--- config.mk ---
export PLATFORM = sky130hd
export DESIGN_NAME = mbox_ctrl
export DESIGN_NICKNAME = d
export VERILOG_FILES = /design/src/rtl/core/mbox_pkg.sv /design/src/rtl/core/mbox_ctrl.sv
export VERILOG_INCLUDE_DIRS = /design/src /design/src/rtl/core
export SDC_FILE = /design/constraint.sdc
export NUM_CORES = 1
export LEC_CHECK = 0
export ABC_AREA = 1
export BUFFER_PORTS_ARGS = -buffer_cell sky130_fd_sc_hd__buf_2
export CORE_AREA = 2 2 39 41
export CTS_CLUSTER_SIZE = 40
export DETAILED_ROUTE_END_ITERATION = 10
export DIE_AREA = 0 0 41 43
export PLACE_DENSITY = 0.57
export SLEW_MARGIN = 20
export SYNTH_ARGS = -nofsm -noshare
export SYNTH_HDL_FRONTEND = slang
export SYNTH_SLANG_ARGS = --single-unit
export TNS_END_PERCENT = 30
--- constraint.sdc ---
create_clock -name clk_i -period 1.5 [get_ports clk_i]
set_clock_uncertainty 0.05 [all_clocks]
set_input_delay 0.15 -clock clk_i [delete_from_list [all_inputs] [get_ports clk_i]]
set_output_delay 0.15 -clock clk_i [all_outputs]
set_load 0.1 [all_outputs]
--- src/rtl/core/assert_macros.svh ---
// Assertion macros used by the mailbox controller.
`ifndef ASSERT_MACROS_SVH
`define ASSERT_MACROS_SVH
// Implication checked on every clock edge outside reset.
`define ASSERT_IMPL(label, clk, rst_n, ante, cons) \
  label: assert property (@(posedge clk) disable iff (!rst_n) (ante) |-> (cons)) \
    else $error("assertion failed");
// Next-cycle implication outside reset.
`define ASSERT_NEXT(label, clk, rst_n, ante, cons) \
  label: assert property (@(posedge clk) disable iff (!rst_n) (ante) |=> (cons)) \
    else $error("assertion failed");
`endif

--- src/rtl/core/mbox_pkg.sv ---
// Package: shared types, codes and defaults of the mailbox.
`default_nettype none
package mbox_pkg;
  localparam int unsigned NumEndpointsDef = 16;
  localparam int unsigned QueueDepthDef   = 8;
  localparam int unsigned MaxPayloadDef   = 64;

  localparam logic [2:0] CmdOpen    = 3'd0;
  localparam logic [2:0] CmdClose   = 3'd1;
  localparam logic [2:0] CmdDestroy = 3'd2;
  localparam logic [2:0] CmdSend    = 3'd3;
  localparam logic [2:0] CmdRecv    = 3'd4;

  localparam logic [2:0] StOk      = 3'd0;
  localparam logic [2:0] StNoMbox  = 3'd1;
  localparam logic [2:0] StClosed  = 3'd2;
  localparam logic [2:0] StBadLen  = 3'd3;
  localparam logic [2:0] StFull    = 3'd4;
  localparam logic [2:0] StEmpty   = 3'd5;

  // Controller -> datapath commands.
  typedef struct packed {
    logic load;     // capture the accepted beat and its lookups
    logic stage;    // read the head slot's length and sender
    logic commit;   // apply the command to mailbox state
    logic copy;     // move one staged byte into the slot
    logic rd;       // read one payload byte
    logic out_load; // load the output register
    logic out_byte; // output carries a byte (not a status)
  } dp_cmd_t;

  // Datapath -> controller status.
  typedef struct packed {
    logic [2:0] cmd;
    logic       last;
    logic       append;   // send beat passes all checks; stores a message on the last beat
    logic       pop;      // receive will pop a message with copy > 0
    logic       copy_done;
    logic       rd_done;
  } dp_stat_t;
endpackage
`default_nettype wire

--- src/rtl/core/mbox_ctrl.sv ---
// Controller: sequences each accepted beat through lookup, commit, copy or metadata and read, and output.
`default_nettype none
`include "assert_macros.svh"
module mbox_ctrl (
  input  wire logic               clk_i,
  input  wire logic               rst_ni,
  input  wire logic               in_valid_i,
  output logic                    in_ready_o,
  output logic                    out_valid_o,
  input  wire logic               out_ready_i,
  input  wire mbox_pkg::dp_stat_t stat_i,
  output mbox_pkg::dp_cmd_t       cmd_o
);
  import mbox_pkg::*;

  typedef enum logic [2:0] {
    S_IDLE, S_LOOK, S_META, S_COPY, S_READ, S_OUT
  } state_e;

  state_e state_q;
  logic   out_busy_q, more_q;
  logic   in_acc, out_acc, out_free;

  assign in_acc   = in_valid_i && in_ready_o;
  assign out_acc  = out_valid_o && out_ready_i;
  assign out_free = !out_busy_q || out_ready_i;
  assign in_ready_o  = (state_q == S_IDLE);
  assign out_valid_o = out_busy_q;

  always_comb begin
    cmd_o = '0;
    cmd_o.load = in_acc;
    unique case (state_q)
      S_LOOK: begin
        // Known commands but a non-last send give a status beat; a popping receive gives byte beats.
        cmd_o.stage = 1'b1;
        if (stat_i.cmd == CmdSend && stat_i.append && stat_i.last) begin
          cmd_o.commit = 1'b1;
        end else if (stat_i.cmd == CmdRecv) begin
          cmd_o.commit = 1'b0;
        end else if (stat_i.cmd <= CmdSend && (stat_i.cmd != CmdSend || stat_i.last)
                     && out_free) begin
          cmd_o.commit   = 1'b1;
          cmd_o.out_load = 1'b1;
        end
      end
      S_META: begin
        if (stat_i.pop) begin
          cmd_o.commit = 1'b1;
        end else if (out_free) begin
          cmd_o.commit   = 1'b1;
          cmd_o.out_load = 1'b1;
        end
      end
      S_COPY: begin
        // Hold the last byte until the status beat can be loaded.
        cmd_o.copy = !stat_i.copy_done || out_free;
        if (stat_i.copy_done && out_free) cmd_o.out_load = 1'b1;
      end
      S_READ: begin
        if (out_free) cmd_o.rd = 1'b1;
      end
      S_OUT: begin
        if (out_free) begin
          cmd_o.out_load = 1'b1;
          cmd_o.out_byte = 1'b1;
        end
      end
      default: ;
    endcase
  end

  always_ff @(posedge clk_i or negedge rst_ni) begin
    if (!rst_ni) begin
      state_q    <= S_IDLE;
      out_busy_q <= 1'b0;
      more_q     <= 1'b0;
    end else begin
      if (cmd_o.out_load) out_busy_q <= 1'b1;
      else if (out_acc)   out_busy_q <= 1'b0;
      unique case (state_q)
        S_IDLE: if (in_acc) state_q <= S_LOOK;
        S_LOOK: begin
          if (stat_i.cmd == CmdSend && stat_i.append && stat_i.last) state_q <= S_COPY;
          else if (stat_i.cmd == CmdRecv) state_q <= S_META;
          else if (stat_i.cmd > CmdRecv || (stat_i.cmd == CmdSend && !stat_i.last))
            state_q <= S_IDLE;
          else if (out_free) state_q <= S_IDLE;
        end
        S_META: begin
          if (stat_i.pop) state_q <= S_READ;
          else if (out_free) state_q <= S_IDLE;
        end
        S_COPY: if (stat_i.copy_done && out_free) state_q <= S_IDLE;
        S_READ: if (out_free) begin
          more_q  <= !stat_i.rd_done;
          state_q <= S_OUT;
        end
        S_OUT: if (out_free) state_q <= more_q ? S_READ : S_IDLE;
        default: state_q <= S_IDLE;
      endcase
    end
  end

  `ASSERT_IMPL(a_ready_idle, clk_i, rst_ni, in_ready_o, state_q == S_IDLE)
  `ASSERT_IMPL(a_no_overwrite, clk_i, rst_ni, out_busy_q && !out_ready_i,
               !cmd_o.out_load)
  `ASSERT_NEXT(a_accept_look, clk_i, rst_ni, in_acc, state_q == S_LOOK)
endmodule
`default_nettype wire

==> out/results.ini <==
[outcome]
status=finished with violations
failed_checks=setup timing

[grt]
grt_pass1_vias=594
grt_usage_pct=19.8
grt_overflow=0
grt_max_degree=7
grt_pass1_wl_um=2400
antenna_found_initial=0

[synthesis]
syn_nets=82
postSynthCellCount=70
synth_area_leaders=dfrtp_1, nand2_1, inv_1
syn_area_um2=414
synthFlopType=dfrtp_1
async_flop_share_pct=100
yosysTopAreaCell=dfrtp_1
yosysSeqAreaShare_pct=30.2
synth_cell_type_count=14
ys_warn_count=0
syn_avg_cell_area_um2=5.92
yosys.area.top_type_share_pct=30.2
synth_edf_count=0
ys_ff_latch=5

[placement]
place_inst=113
place_ws_ps=26.8
gp_congestion=0.880
dp_hpwl_um=938
io_buffers=20

[floorplan]
start_util_pct=29.9
dieArea_um2=1760
die_w_um=41
fp.dieH_um=43
pin_count=21
rows=14
coreArea_um2=1380

[routing]
drc=0
finalWirelength_um=1350
vias=591
m1WireLength_um=568
drtPass1Iterations=4
maxUsedRoutingLayer=met3
viasPerCell=4.69
routedWlPerCell_um=10.7
wl_met2_um=737
drt_iter0_drc=3
dr_wl_met3_um=48
drtAntennaViolNets=0

[setup_path]
worstPathArrival_ps=1450
rr_startpoint=out_valid_o
r2r_slack_ps=140
r2r_cells=7
cp_max_fo=4
crit_path_end_kind=primary output
r2r_end=state_q[0]
startpoint_type=flip-flop
worst-setup-path-type=flip-flop to primary output
crit_required_ps=1300

[clock_tree]
cts_buffers=3
cts-root-buf=clkbuf_4
clk-insertion-delay-late_ps=240
htree_levels=1
cts_tree=yes
cts.clk_slew.worst_paths_ps=40
cts.sinks=5
clockBufferDepth=2

[sta]
tightest_slew_ps=483
rsz0062_at_grt=true
whs_ps=116
finalCriticalPeriod_ps=1650
maxSlewViolCount=0
setup_ws_ps=-149
max_freq_mhz=606
finalSetupViolCount=6
hold_viol_final=0
min_period_over_period_pct=110
slew_headroom_pct=68.0

[job]
maxCapViolations=0

[finish]
nets=123
antennaDiodeCount=0
multiInputGateArea_um2=338
drive_gt1_share_pct=52.7
fin_cells=126
syn_to_final_growth_pct=123
fillers=118
ff_latch_area_um2=130
postLayoutCoreUtil_pct=66.8

[hold_path]
hold_end=more_q
hold_path.startpoint=stat_i[0]
hold_class=primary input to flip-flop
min_path_cells=3

-- per-layer routing --
layer	vias to the layer above	global-route usage, %
li1	307	-
met1	269	24.3
met2	15	32.5
met3	0	3.14
met4	0	8.00
met5	-	0
-- synth_stat cells (4+ instances only) --
| cell type | n |
|---|---|
| nand2_1 | 20 |
| inv_1 | 12 |
| nor2_1 | 8 |
| o21ai_0 | 8 |
| nand3_1 | 6 |
| dfrtp_1 | 5 |
| nor3_1 | 4 |
-- cells in the final DEF (no fill, tap or decap) --
cell and instances:
buf_4 12, nand2_2 1, nor2_4 2, dfrtp_1 3, nand3_2 1, a21oi_2 1
inv_1 8, dfrtp_2 1, nand2_4 1, o21ai_1 3, nand3b_1 1, o21a_1 1
nand2_1 18, o21ai_2 2, dfrtp_4 1, dlygate4sd3_1 1, o21ai_0 3, nand3_1 5
buf_6 4, buf_2 12, inv_2 4, o21bai_1 1, buf_12 8, nor2_1 6
clkbuf_1 1, nor3_4 4, nor4_4 1, nor3b_1 1, clkbuf_4 3
-- cell families (layout without fill, tap and decap cells) --
logic type / after synthesis / count (layout) / share of synthesized area, %
DFF: 5 / 5 / 30.2
and+or+nand+nor: 41 / 41 / 42.6
buffers and inverters: 13 / 53 / 12.7
AOI/OAI and AO/OA: 11 / 11 / 14.5
-- sequential cells by signal (all words and copies together) (netlist names) --
register	cells
state_q	3
more_q	1
out_valid_o	1
-- worst max path at each step --
stage	from	end	slack (ps)
after floorplan	out_valid_o	cmd_o[1]	-970
after CTS	state_q[2]	cmd_o[4]	-130
final	state_q[2]	cmd_o[4]	-150
after global placement	out_valid_o	cmd_o[4]	20
after detailed placement	out_valid_o	cmd_o[4]	30
after global routing	out_valid_o	cmd_o[1]	-210
-- cell type report --
| class | instances | share of cell area (%) |
|---|---|---|
| clock buffers | 4 | 2.84 |
| inverters | 12 | 4.87 |
| multi-input cells | 52 | 36.5 |
| flip-flops and latches | 5 | 14.1 |
| well taps | 16 | 2.17 |
| repair buffers | 37 | 39.5 |
-- critical path, stage by stage, from the launching register on --
cell and delay [ps]:
dfrtp_2 430, buf_6 130, nor3_4 230, o21ai_1 110, nand2_1 120, buf_12 180
-- metrics by stage --
step                instance area, um^2  TNS, ps
floorplan                           470    -6470
global placement                    763        0
detailed placement                  763        0
CTS                                 902     -607
global route                        925    -1040
finish                              925     -585
-- repair_timing --
item                                   in CTS  in global routing
buffers inserted                            8                  0
resized for setup                          16                  7
endpoints found under the hold margin       5                  0
setup endpoints to repair                   8                  9
hold buffers                                1                  0
pin swaps                                   8                  2
Power is left out: the tool's default activity adds up to more than one toggle a clock period on the data nets, which glitch-free logic cannot reach.
